===== src/bcl_pkg.sv =====
// Shared constants, codes and types of the blink code LED identifier.
`default_nettype none
package bcl_pkg;

    localparam int WIN_DEPTH    = 16;
    localparam int SAMPLE_W     = 16;
    localparam int CODE_W       = WIN_DEPTH;
    localparam int LEN_W        = $clog2(WIN_DEPTH + 1);
    localparam int PTR_W        = $clog2(WIN_DEPTH);
    localparam int MAX_PATTERNS = 64;
    localparam int PAT_IDX_W    = $clog2(MAX_PATTERNS);
    localparam int PAT_CNT_W    = $clog2(MAX_PATTERNS + 1);
    localparam int CFG_W        = 16;
    localparam int CFG_IDX_W    = 2;

    typedef logic [2:0] t_status;
    localparam t_status STATUS_IDENTIFIED   = 3'd0;
    localparam t_status STATUS_TOO_FEW      = 3'd1;
    localparam t_status STATUS_LOW_CONTRAST = 3'd2;
    localparam t_status STATUS_NO_MATCH     = 3'd3;
    localparam t_status STATUS_STORED       = 3'd4;

    typedef logic [CFG_IDX_W-1:0] t_cfg_idx;
    localparam t_cfg_idx CFG_CODE_LENGTH   = 2'd0;
    localparam t_cfg_idx CFG_PATTERN_COUNT = 2'd1;
    localparam t_cfg_idx CFG_MIN_CONTRAST  = 2'd2;

    typedef enum logic [2:0] {
        ST_IDLE,
        ST_SCAN,
        ST_DECIDE,
        ST_MATCH,
        ST_RESULT
    } t_state;

    typedef struct packed {
        logic                 start;
        logic [CODE_W-1:0]    bits;
        logic [LEN_W-1:0]     len;
        logic [PAT_CNT_W-1:0] count;
    } t_match_req;

    typedef struct packed {
        logic                 done;
        logic                 found;
        logic [PAT_IDX_W-1:0] id;
    } t_match_sts;

endpackage
`default_nettype wire


===== src/bcl_cell.sv =====
// One cell of the sample ring: holds a sample and thresholds it.
`default_nettype none
module bcl_cell (
    input  wire logic                          i_clk,
    input  wire logic                          i_shift,
    input  wire logic [bcl_pkg::SAMPLE_W-1:0]  i_data,
    input  wire logic [bcl_pkg::SAMPLE_W:0]    i_sum,
    output logic      [bcl_pkg::SAMPLE_W-1:0]  o_sample,
    output logic                               o_bit
);
    import bcl_pkg::*;

    logic [SAMPLE_W-1:0] r_sample;

    // take the neighbor's sample on every shift
    always_ff @(posedge i_clk) begin
        if (i_shift) begin
            r_sample <= i_data;
        end
    end

    assign o_sample = r_sample;
    // lit when 2*sample >= min+max
    assign o_bit    = ({r_sample, 1'b0} >= i_sum);

endmodule
`default_nettype wire


===== src/bcl_match.sv =====
// Pattern table and rotation matcher, one stored word per cycle.
`default_nettype none
module bcl_match (
    input  wire logic                           i_clk,
    input  wire logic                           i_rst_n,
    input  wire logic                           i_wr,
    input  wire logic [bcl_pkg::PAT_IDX_W-1:0]  i_wr_idx,
    input  wire logic [bcl_pkg::CODE_W-1:0]     i_wr_bits,
    input  wire bcl_pkg::t_match_req            i_req,
    output bcl_pkg::t_match_sts                 o_sts
);
    import bcl_pkg::*;

    logic [CODE_W-1:0]    r_mem [MAX_PATTERNS];
    logic [CODE_W-1:0]    r_rd_data;
    logic [CODE_W-1:0]    r_rot [WIN_DEPTH];
    logic [WIN_DEPTH-1:0] r_rot_ok;
    logic [CODE_W-1:0]    r_mask;
    logic [PAT_CNT_W-1:0] r_count;
    logic [PAT_CNT_W-1:0] r_rd_idx;
    logic [PAT_CNT_W-1:0] r_cmp_idx;
    logic                 r_cmp_valid;
    logic                 r_busy;

    logic [2*CODE_W-1:0]  w_dbl;
    logic [CODE_W:0]      w_mask_wide;
    logic [CODE_W-1:0]    w_want;
    logic                 w_hit;
    logic                 w_last;
    logic                 w_done;
    logic                 w_issue;

    // the code repeated twice: any rotation is a window of it
    assign w_dbl = ({{CODE_W{1'b0}}, i_req.bits} << i_req.len)
                 | {{CODE_W{1'b0}}, i_req.bits};
    assign w_mask_wide = ((CODE_W + 1)'(1) << i_req.len) - (CODE_W + 1)'(1);

    assign w_want = r_rd_data & r_mask;

    always_comb begin
        w_hit = 1'b0;
        for (int r = 0; r < WIN_DEPTH; r++) begin
            if (r_cmp_valid && r_rot_ok[r] && (r_rot[r] == w_want)) begin
                w_hit = 1'b1;
            end
        end
    end

    assign w_last  = r_cmp_valid && (r_cmp_idx == r_count - PAT_CNT_W'(1));
    assign w_done  = r_busy && (w_hit || w_last || (r_count == '0));
    assign w_issue = r_busy && !w_done && (r_rd_idx < r_count);

    assign o_sts.done  = w_done;
    assign o_sts.found = w_hit;
    assign o_sts.id    = r_cmp_idx[PAT_IDX_W-1:0];

    always_ff @(posedge i_clk) begin
        if (i_wr) begin
            r_mem[i_wr_idx] <= i_wr_bits;
        end
        if (w_issue) begin
            r_rd_data <= r_mem[r_rd_idx[PAT_IDX_W-1:0]];
            r_cmp_idx <= r_rd_idx;
        end
        if (i_req.start) begin
            for (int r = 0; r < WIN_DEPTH; r++) begin
                r_rot[r]    <= w_dbl[r +: CODE_W] & w_mask_wide[CODE_W-1:0];
                r_rot_ok[r] <= (LEN_W'(r) < i_req.len);
            end
            r_mask  <= w_mask_wide[CODE_W-1:0];
            r_count <= i_req.count;
        end
    end

    always_ff @(posedge i_clk) begin
        if (!i_rst_n) begin
            r_busy      <= 1'b0;
            r_cmp_valid <= 1'b0;
            r_rd_idx    <= '0;
        end else if (i_req.start) begin
            r_busy      <= 1'b1;
            r_cmp_valid <= 1'b0;
            r_rd_idx    <= '0;
        end else begin
            r_cmp_valid <= w_issue;
            if (w_issue) begin
                r_rd_idx <= r_rd_idx + PAT_CNT_W'(1);
            end
            if (w_done) begin
                r_busy <= 1'b0;
            end
        end
    end

endmodule
`default_nettype wire


===== src/blink_code_led_identifier.sv =====
// Top level: sample ring of cells, control sequencer and pattern matcher.
// A pattern store or too few samples goes straight to the result; otherwise the ring
// pass runs, a contrast decision follows, and then the pattern table is searched.
// Throughput: one transaction at a time, set by the 16-step ring pass and one table word
// per cycle; the next is taken while a finished result waits in the output register.
// Reset (synchronous, active low) clears sample count, registers and output, not ring or table.
`default_nettype none
module blink_code_led_identifier (
    input  wire logic                           i_clk,
    input  wire logic                           i_rst_n,
    input  wire logic                           i_cfg_we,
    input  wire bcl_pkg::t_cfg_idx              i_cfg_idx,
    input  wire logic [bcl_pkg::CFG_W-1:0]      i_cfg_data,
    input  wire logic                           i_in_valid,
    output logic                                o_in_ready,
    input  wire logic                           i_action,
    input  wire logic [bcl_pkg::SAMPLE_W-1:0]   i_sample,
    input  wire logic [bcl_pkg::PAT_IDX_W-1:0]  i_pattern_index,
    input  wire logic [bcl_pkg::CODE_W-1:0]     i_pattern_bits,
    output logic                                o_out_valid,
    input  wire logic                           i_out_ready,
    output bcl_pkg::t_status                    o_status,
    output logic      [bcl_pkg::PAT_IDX_W-1:0]  o_led_id
);
    import bcl_pkg::*;

    // configuration
    logic [LEN_W-1:0]     r_code_length;
    logic [PAT_CNT_W-1:0] r_pattern_count;
    logic [SAMPLE_W-1:0]  r_min_contrast;

    // control and datapath state
    t_state               r_state;
    t_state               n_state;
    logic [LEN_W-1:0]     r_seen;
    logic [PTR_W-1:0]     r_scan_cnt;
    logic [SAMPLE_W-1:0]  r_lo;
    logic [SAMPLE_W-1:0]  r_hi;
    t_status              r_res_status;
    logic [PAT_IDX_W-1:0] r_res_id;
    logic                 r_out_valid;
    t_status              r_out_status;
    logic [PAT_IDX_W-1:0] r_out_id;

    logic [LEN_W-1:0]     w_len;
    logic [PAT_CNT_W-1:0] w_count;
    logic [LEN_W-1:0]     w_seen_next;
    logic                 w_too_few;
    logic                 w_include;
    logic                 w_scan_last;
    logic                 w_low;
    logic [SAMPLE_W:0]    w_sum;
    logic [SAMPLE_W-1:0]  w_tail;
    logic [SAMPLE_W-1:0]  w_cell_val [WIN_DEPTH];
    logic [WIN_DEPTH-1:0] w_cell_bit;
    logic [CODE_W-1:0]    w_rev;
    logic [CODE_W-1:0]    w_bits;

    logic                 w_accept;
    logic                 w_store;
    logic                 w_take_sample;
    logic                 w_scan;
    logic                 w_shift;
    logic                 w_emit;
    t_match_req           w_req;
    t_match_sts           w_sts;

    // clamp the registers into their working ranges
    always_comb begin
        if (r_code_length == '0) begin
            w_len = LEN_W'(1);
        end else if (r_code_length > LEN_W'(WIN_DEPTH)) begin
            w_len = LEN_W'(WIN_DEPTH);
        end else begin
            w_len = r_code_length;
        end
        if (r_pattern_count > PAT_CNT_W'(MAX_PATTERNS)) begin
            w_count = PAT_CNT_W'(MAX_PATTERNS);
        end else begin
            w_count = r_pattern_count;
        end
    end

    // saturating sample count, as it stands once this sample is in
    assign w_seen_next = (r_seen == LEN_W'(WIN_DEPTH)) ? r_seen : r_seen + LEN_W'(1);
    assign w_too_few   = (w_seen_next < w_len);

    // during the scan the tail cell shows the sample that sat at cell
    // WIN_DEPTH-1-k; keep it when that cell is among the newest len samples
    assign w_tail      = w_cell_val[WIN_DEPTH-1];
    assign w_include   = ({1'b0, r_scan_cnt} + w_len) >= LEN_W'(WIN_DEPTH);
    assign w_scan_last = (r_scan_cnt == PTR_W'(WIN_DEPTH - 1));
    assign w_low       = ((r_hi - r_lo) <= r_min_contrast);
    assign w_sum       = {1'b0, r_lo} + {1'b0, r_hi};

    // ring of cells: cell 0 takes the new sample, or the tail while scanning
    for (genvar g = 0; g < WIN_DEPTH; g++) begin : g_cell
        logic [SAMPLE_W-1:0] w_in;
        if (g == 0) begin : g_head
            assign w_in = w_scan ? w_tail : i_sample;
        end else begin : g_body
            assign w_in = w_cell_val[g-1];
        end
        bcl_cell u_cell (
            .i_clk    (i_clk),
            .i_shift  (w_shift),
            .i_data   (w_in),
            .i_sum    (w_sum),
            .o_sample (w_cell_val[g]),
            .o_bit    (w_cell_bit[g])
        );
    end

    // cell 0 is the newest sample; bit 0 of the code is the oldest of the
    // last len samples, so reverse and drop the unused top
    always_comb begin
        for (int j = 0; j < CODE_W; j++) begin
            w_rev[j] = w_cell_bit[WIN_DEPTH-1-j];
        end
    end
    assign w_bits = w_rev >> (LEN_W'(WIN_DEPTH) - w_len);

    // next state
    always_comb begin
        n_state = r_state;
        case (r_state)
            ST_IDLE: begin
                if (w_accept) begin
                    if (i_action || w_too_few) begin
                        n_state = ST_RESULT;
                    end else begin
                        n_state = ST_SCAN;
                    end
                end
            end
            ST_SCAN: begin
                if (w_scan_last) begin
                    n_state = ST_DECIDE;
                end
            end
            ST_DECIDE: begin
                n_state = w_low ? ST_RESULT : ST_MATCH;
            end
            ST_MATCH: begin
                if (w_sts.done) begin
                    n_state = ST_RESULT;
                end
            end
            ST_RESULT: begin
                if (w_emit) begin
                    n_state = ST_IDLE;
                end
            end
            default: begin
                n_state = ST_IDLE;
            end
        endcase
    end

    // state outputs
    always_comb begin
        o_in_ready    = (r_state == ST_IDLE);
        w_accept      = i_in_valid && (r_state == ST_IDLE);
        w_store       = w_accept && i_action;
        w_take_sample = w_accept && !i_action;
        w_scan        = (r_state == ST_SCAN);
        w_shift       = w_take_sample || w_scan;
        w_emit        = (r_state == ST_RESULT) && (!r_out_valid || i_out_ready);
        w_req.start   = (r_state == ST_DECIDE) && !w_low;
        w_req.bits    = w_bits;
        w_req.len     = w_len;
        w_req.count   = w_count;
    end

    bcl_match u_match (
        .i_clk     (i_clk),
        .i_rst_n   (i_rst_n),
        .i_wr      (w_store),
        .i_wr_idx  (i_pattern_index),
        .i_wr_bits (i_pattern_bits),
        .i_req     (w_req),
        .o_sts     (w_sts)
    );

    // control registers
    always_ff @(posedge i_clk) begin
        if (!i_rst_n) begin
            r_state         <= ST_IDLE;
            r_seen          <= '0;
            r_scan_cnt      <= '0;
            r_out_valid     <= 1'b0;
            r_code_length   <= LEN_W'(WIN_DEPTH);
            r_pattern_count <= '0;
            r_min_contrast  <= SAMPLE_W'(128);
        end else begin
            r_state <= n_state;
            if (i_cfg_we) begin
                case (i_cfg_idx)
                    CFG_CODE_LENGTH:   r_code_length   <= i_cfg_data[LEN_W-1:0];
                    CFG_PATTERN_COUNT: r_pattern_count <= i_cfg_data[PAT_CNT_W-1:0];
                    CFG_MIN_CONTRAST:  r_min_contrast  <= i_cfg_data[SAMPLE_W-1:0];
                    default: begin
                    end
                endcase
            end
            if (w_take_sample) begin
                r_seen <= w_seen_next;
            end
            // restart the ring pass on each new sample, advance while scanning
            if (w_take_sample) begin
                r_scan_cnt <= '0;
            end else if (w_scan) begin
                r_scan_cnt <= r_scan_cnt + PTR_W'(1);
            end
            if (w_emit) begin
                r_out_valid <= 1'b1;
            end else if (i_out_ready) begin
                r_out_valid <= 1'b0;
            end
        end
    end

    // payload registers
    always_ff @(posedge i_clk) begin
        if (w_take_sample) begin
            r_lo <= '1;
            r_hi <= '0;
        end else if (w_scan && w_include) begin
            if (w_tail < r_lo) begin
                r_lo <= w_tail;
            end
            if (w_tail > r_hi) begin
                r_hi <= w_tail;
            end
        end

        if (w_store) begin
            r_res_status <= STATUS_STORED;
            r_res_id     <= '0;
        end else if (w_take_sample && w_too_few) begin
            r_res_status <= STATUS_TOO_FEW;
            r_res_id     <= '0;
        end else if ((r_state == ST_DECIDE) && w_low) begin
            r_res_status <= STATUS_LOW_CONTRAST;
            r_res_id     <= '0;
        end else if ((r_state == ST_MATCH) && w_sts.done) begin
            r_res_status <= w_sts.found ? STATUS_IDENTIFIED : STATUS_NO_MATCH;
            r_res_id     <= w_sts.found ? w_sts.id : '0;
        end

        if (w_emit) begin
            r_out_status <= r_res_status;
            r_out_id     <= r_res_id;
        end
    end

    assign o_out_valid = r_out_valid;
    assign o_status    = r_out_status;
    assign o_led_id    = r_out_id;

endmodule
`default_nettype wire


===== config.mk =====
export PLATFORM = sky130hd
export DESIGN_NAME = blink_code_led_identifier
export DESIGN_NICKNAME = d
export VERILOG_FILES = /design/src/bcl_pkg.sv /design/src/bcl_cell.sv /design/src/bcl_match.sv /design/src/blink_code_led_identifier.sv
export SDC_FILE = /design/constraint.sdc
export NUM_CORES = 2
export LEC_CHECK = 0
export BUFFER_PORTS_ARGS = -buffer_cell sky130_fd_sc_hd__clkbuf_2
export CAP_MARGIN = 40
export CELL_PAD_IN_SITES_DETAIL_PLACEMENT = 1
export CELL_PAD_IN_SITES_GLOBAL_PLACEMENT = 1
export CORE_ASPECT_RATIO = 1.4
export CORE_MARGIN = 2
export CORE_UTILIZATION = 30
export CTS_CLUSTER_DIAMETER = 150
export CTS_CLUSTER_SIZE = 24
export DETAILED_ROUTE_END_ITERATION = 7
export PLACE_DENSITY_LB_ADDON = 0.15
export RECOVER_POWER = 25
export SLEW_MARGIN = 20
export SYNTH_ARGS = -nofsm -noshare
export SYNTH_HDL_FRONTEND = slang
export SYNTH_HIERARCHICAL = 1
export SYNTH_SLANG_ARGS = --single-unit

===== constraint.sdc =====
create_clock -name i_clk -period 26.6 [get_ports i_clk]
set_input_delay 2.66 -clock i_clk [delete_from_list [all_inputs] [get_ports i_clk]]
set_output_delay 2.66 -clock i_clk [all_outputs]
set_load 0.05 [all_outputs]

== Yosys cells after proc, flatten, opt, wreduce, memory -nomap -nowiden ==
Memory sizes are Yosys's and may differ from the RTL's. A register that Yosys moved wholly into a read port is not among the register bits.
Index checks and enable logic that the tools add are counted.

* Input bits: 62
* Latch bits: 0
* Bits in read-only memories: 0
* Output and inout bits: 11
* Flip-flop bits (word level): 402
* Memories: 2
* Bits in writable memories: 1280

* Order comparisons: 40
* Reduce and logical (&&, ||, !) cells: 72
* Equal/unequal tests: 29
* Shifts and indexed selects: 3
* Add/sub/neg operators: 9
* Multiply operators: 0
* Bitwise gates (word level): 19
* Divide/modulo/power cells: 0
* Muxes and demuxes: 40

{| class="wikitable"
|+ Memories
! memory !! depth !! bits a word !! read ports !! clocked after memory_dff !! wr ports !! line !! RTL
|-
| u_match.r_mem || 64 || 16 || 1 || 1 || 1 || bcl_match.sv:14 || <nowiki>logic [CODE_W-1:0] r_mem [MAX_PATTERNS];</nowiki>
|-
| u_match.r_rot || 16 || 16 || 16 || 0 || 16 || bcl_match.sv:16 || <nowiki>logic [CODE_W-1:0] r_rot [WIN_DEPTH];</nowiki>
|}

{| class="wikitable"
|+ Operator list
! cell !! number
|-
| bitwise AND 16 bit || 17
|-
| >= comparator 17 bit || 16
|-
| equality test 16 bit || 16
|-
| logical AND 1 bit || 45
|-
| less-than comparator 4 x 5 -> 1 bit (first input constant) || 8
|-
| bitwise OR 31 x 16 -> 31 bit || 1
|-
| left shift 16 x 5 -> 31 bit || 1
|-
| two-way mux 3 bit || 9
|-
| two-way mux 1 bit || 24
|-
| less-than comparator 3 x 5 -> 1 bit (first input constant) || 4
|-
| adder 16 x 16 -> 17 bit || 1
|-
| greater-than comparator 16 bit || 1
|-
| <= comparator 16 bit || 1
|-
| less-than comparator 16 bit || 1
|-
| two-way mux 16 bit || 1
|-
| left shift 1 x 5 -> 16 bit (first input constant) || 1
|-
| >> shifter 16 x 5 -> 16 bit || 1
|-
| subtractor 16 bit || 1
|-
| subtractor 16 x 2 -> 16 bit (second input constant) || 1
|-
| two-way mux 5 bit || 3
|-
| one-hot mux 3 bit (5 select lines) || 1
|-
| less-than comparator 1 x 5 -> 1 bit (first input constant) || 2
|-
| less-than comparator 2 x 5 -> 1 bit (first input constant) || 2
|-
| AND reduction 2 bit || 5
|-
| 35 further kinds || 49
|}

== Logic depth before layout (Yosys ltp) ==
* Word-level depth: 26
* Gate-level depth with buffers: 29

== Modules after synthesis ==
Netlist, hierarchy kept.

{| class="wikitable"
|+ By module, submodules not included
! module !! area each (um^2) !! cells each !! times used !! sequential area each (um^2)
|-
| bcl_match || 56581.8 || 3146 || 1 || 40478.8
|-
| bcl_cell || 893.4 || 74 || 16 || 480.5
|-
| blink_code_led_identifier || 7409.6 || 898 || 1 || 1911.8
|}

== Worst setup path before layout ==
No wires, ideal clock.

* Path kind: reg2reg
* Start point: reg r_hi[0]
* End point: reg r_state[1]
* Library setup time: 0.119 ns
* Period minus slack after synthesis: 20.484 ns
* Path buffers: 0
* Arrival: 20.366 ns
* Required time: 26.481 ns
* Path slack: 6.116 ns
* Cell stages (with the launch flop): 16
* Cells stage by stage: dfxtp_1 > inv_1 > ha_1 > fa_1 > nand2b_1 > a21oi_1 > o2111ai_1 > a31oi_1 > or4_1 > nand4_1 > ha_1 > nand2_1 > o21a_1 > a31oi_1 > o21ai_0 > a21oi_1

* Word-level cells in the longest chain between the ends: 4

{| class="wikitable"
|+ RTL lines
! element !! line !! RTL
|-
| start, declared || blink_code_led_identifier.sv:38 || <nowiki>logic [SAMPLE_W-1:0] r_hi;</nowiki>
|-
| start signal, assigned || blink_code_led_identifier.sv:233 || <nowiki>r_hi <= w_tail;</nowiki>
|-
| subtractor 16 bit || blink_code_led_identifier.sv:93 || <nowiki>assign w_low = ((r_hi - r_lo) <= r_min_contrast);</nowiki>
|-
| <= comparator 16 bit || blink_code_led_identifier.sv:93 ||
|-
| two-way mux 3 bit || blink_code_led_identifier.sv:142 || <nowiki>n_state = w_low ? ST_RESULT : ST_MATCH;</nowiki>
|-
| one-hot mux 3 bit (5 select lines) || blink_code_led_identifier.sv:126 || <nowiki>case (r_state)</nowiki>
|-
| end signal, assigned || blink_code_led_identifier.sv:196 || <nowiki>r_state <= n_state;</nowiki>
|-
| end, declared || blink_code_led_identifier.sv:33 || <nowiki>t_state r_state;</nowiki>
|}

Every way passes these cells.
A chain may end at the register's enable or synchronous reset.

==> reports/results.ini <==
[global_route]
antenna_found_initial=13
grt_use_total=0.185
globalRouteOverflowTotal=0
grt_max_degree=161
grt_pass1_vias=48600
grt_pass1_wl_mm=357

[worst_setup_path]
rrSetupSlack_ns=16.72
cp_max_fo=33
path_buf_inv=13
crit_slowest_cell=clkbuf_1
critical-path-max-stage-delay_ns=1.54
cp.required_ns=27.20
worstSetupPathType=reg -> reg
crit_path_end_kind=register
path_common_cell=inv_1
path_depth=24
path_cells=clkbuf_1 > inv_1 > nand2_1 > inv_1 > clkbuf_1 > nor2_2 > clkbuf_1 > inv_1 > nor2_4 > buf_4 > inv_1 > nor2_1 > inv_1 > nor2_1 > buf_4 > inv_1 > ha_1 > buf_4 > nor3_1 > nand3_1 > a21oi_1 > a21oi_4 > buf_16 > nor2_1
r2r_cells=24
critPathTopFamily=buffers and inverters
crit_arrival_ns=10.47
crit_path_start_kind=register

[floorplanning]
rows=221
die_w_um=436
initial_utilization=0.302
ioPinCount=73
dieArea_um2=265000
die_y_um=608
coreArea_um2=259000

[sta]
final-hold-violation-count=0
whs_ns=0.444
rsz0062_at_grt=false
setup_viol=0
clock_skew_ns=0.0596
worst_pin_slew_ns=3.18
period_minus_slack_ns=9.88
max_slew_margin=-1.12
drv_slew=1192
period_share=0.371
max_freq_mhz=101
fin_setup_tns_ns=0

[placed_design]
hpwlAfterDp_mm=163
numPortBuffers=72
gp_congestion=0.835

[layout]
areaGrowthSynthToFinish_pct=10.3
layout_common_cells=edfxtp_1 (1607), nor2_1 (398), inv_1 (361), ha_1 (354), mux4_2 (339)
layout-drive-gt1-share=0.164
fillCellCount=26900
final_common_cell=edfxtp_1
nNetsFinal=5763
final_core_utilization=0.333

[synthesis]
synthDistinctLibCells=106
ys_ff_latch=1698
synthesis.nets=5646
ys_seq_area_frac=0.640
synth.avg_cell_area_um2=15.0
netlist_area_um2=78300
syn_inst=5228
synthArstFlopShare=0
synth_enable_flop_cells=1607
ys_warn_count=6
synth_ff_type=edfxtp_1

[clock_tree]
cts_setup_buffers=0
clockBufferDepth=3
cts.htree.levels=3
clk_latency_ns=0.77
cts_hold_buf=0
ctsResizeCount=0
cts_tree=done
cts_num_sinks=1698
cts_root_buf=clkbuf_16
cts_buffers=81
clk_pin_slew_ns=0.10

[pwr]
powerDensity_nw_per_um2=59.0
irDropWorstVdd_v=0.0000464
p_leak_nw=29.8

[drt]
vias_per_cell=5.12
wl_per_cell_um=28.1
drt_iter0_markers=3143
ant_nets=0
drc=0
dr_total_vias=45200
finalWirelength_mm=248
drtPass1Iterations=5

[flow_run]
timing.max_cap.violations=25

[min_path]
hp-class=reg -> reg
worstHoldPathCells=0

[run_status]
status=finished with violations
violations=capacitance limit, slew limit

## stage by stage
stage          instance area (um^2)  cells  power (mW)  setup WS, ns
6_report                      86400   8830        5.10         16.72
3_3_place_gp                  83400   8674        3.67         19.28
3_5_place_dp                  84100   8713        3.70         19.48
4_1_cts                       86400   8824        5.18         19.35
5_1_grt                       86400   8830        5.31         16.25
2_1_floorplan                 78300   5228        3.41          6.12
## worst register-to-register path, delay by kind of cell (launching register included)
family                     cells  cell delay [ns]
DFF                            1             0.32
and+or+nand+nor                8             1.83
buffers and inverters         13             6.86
AOI/OAI and AO/OA              2             0.50
adders and majority gates      1             0.22
## sequential cells by signal, indices dropped and copies added, names as in the netlist, 7 cells and up
| name | cells |
|---|---|
| r_lo | 16 |
| r_min_contrast | 16 |
| u_match/r_rot | 256 |
| u_match/r_rd_data | 16 |
| r_pattern_count | 7 |
| g_cell.u_cell/o_sample | 256 |
| u_match/r_mask | 16 |
| u_match/r_mem | 1024 |
| u_match/r_count | 7 |
| u_match/r_rd_idx | 7 |
| u_match/r_rot_ok | 16 |
| u_match/r_cmp_idx | 7 |
| r_hi | 16 |
## area by class of cell
type	count	area (um^2)	share of cell area
Antenna cell	1	2.50	0.0000290
Clock buffer	102	2130	0.0246
Clock inverter	9	166	0.00193
Inverter	364	1370	0.0158
Multi-Input combinational cell	2942	26200	0.303
Sequential cell	1698	50100	0.580
Tap cell	3456	4320	0.0501
Timing Repair Buffer	258	2120	0.0245
## cell families (layout without fill, tap and decap cells)
| family | count (synthesis) | count (layout) | synth area share |
|---|---|---|---|
| AND/OR/NAND/NOR | 1255 | 1255 | 0.0787 |
| adder cells (fa/ha/maj) | 356 | 356 | 0.0571 |
| flip-flops | 1698 | 1698 | 0.640 |
| buffers and inverters | 588 | 733 | 0.0320 |
| multiplexers | 419 | 419 | 0.108 |
| XOR/XNOR | 256 | 256 | 0.0286 |
| AO/OA/AOI/OAI | 656 | 656 | 0.0557 |
| other | 0 | 1 | 0 |
## power breakdown
group	internal, mW	switching (mW)	total (mW)
Sequential	2.98	0.0183	3.00
Clock	0.578	0.891	1.47
Combinational	0.191	0.437	0.628
## metal layers
layer / vias to the layer above / routed length (um) / global-route usage
met3: 285 / 7220 / 0.0179
met1: 24100 / 101000 / 0.223
met4: 16 / 7350 / 0.0519
li1: 20100 / - / -
met2: 759 / 133000 / 0.347
met5: - / 102 / 0
## cell usage after synthesis, types with 18 or more instances
| master | n | area (um^2) |
|---|---|---|
| edfxtp_1 | 1607 | 48300 |
| nor2_1 | 462 | 1730 |
| inv_1 | 361 | 1360 |
| ha_1 | 354 | 4430 |
| mux4_2 | 339 | 7630 |
| nand2_1 | 228 | 856 |
| a21oi_1 | 210 | 1050 |
| xnor2_1 | 130 | 1140 |
| xor2_1 | 126 | 1100 |
| nand3_1 | 119 | 596 |
| o21ai_0 | 118 | 591 |
| clkbuf_1 | 113 | 424 |
| nand4_1 | 101 | 632 |
| nor3_1 | 94 | 470 |
| dfxtp_1 | 91 | 1820 |
| a211oi_1 | 90 | 676 |
| mux2i_1 | 54 | 541 |
| buf_2 | 53 | 265 |
| nor4_1 | 39 | 244 |
| a21o_1 | 33 | 248 |
| nor2b_1 | 27 | 169 |
| buf_4 | 26 | 195 |
| mux2_2 | 25 | 282 |
| a211o_1 | 22 | 193 |
| nand2b_1 | 21 | 131 |
| a31oi_1 | 19 | 119 |
| and3_1 | 19 | 119 |
| and2_1 | 18 | 113 |
| o31ai_2 | 18 | 225 |
## worst paths after layout
kind | start | to
min | g_cell[7].u_cell/o_sample[2]$_DFFE_PP_ | g_cell[8].u_cell/o_sample[2]$_DFFE_PP_
min reg2reg | g_cell[7].u_cell/o_sample[2]$_DFFE_PP_ | g_cell[8].u_cell/o_sample[2]$_DFFE_PP_
max | r_code_length[4]$_SDFFE_PN1P_ | u_match/r_rot[0][92]$_DFFE_PP_
max reg2reg | r_code_length[4]$_SDFFE_PN1P_ | u_match/r_rot[0][92]$_DFFE_PP_
Note: power is estimated with default switching activity, not from simulation.
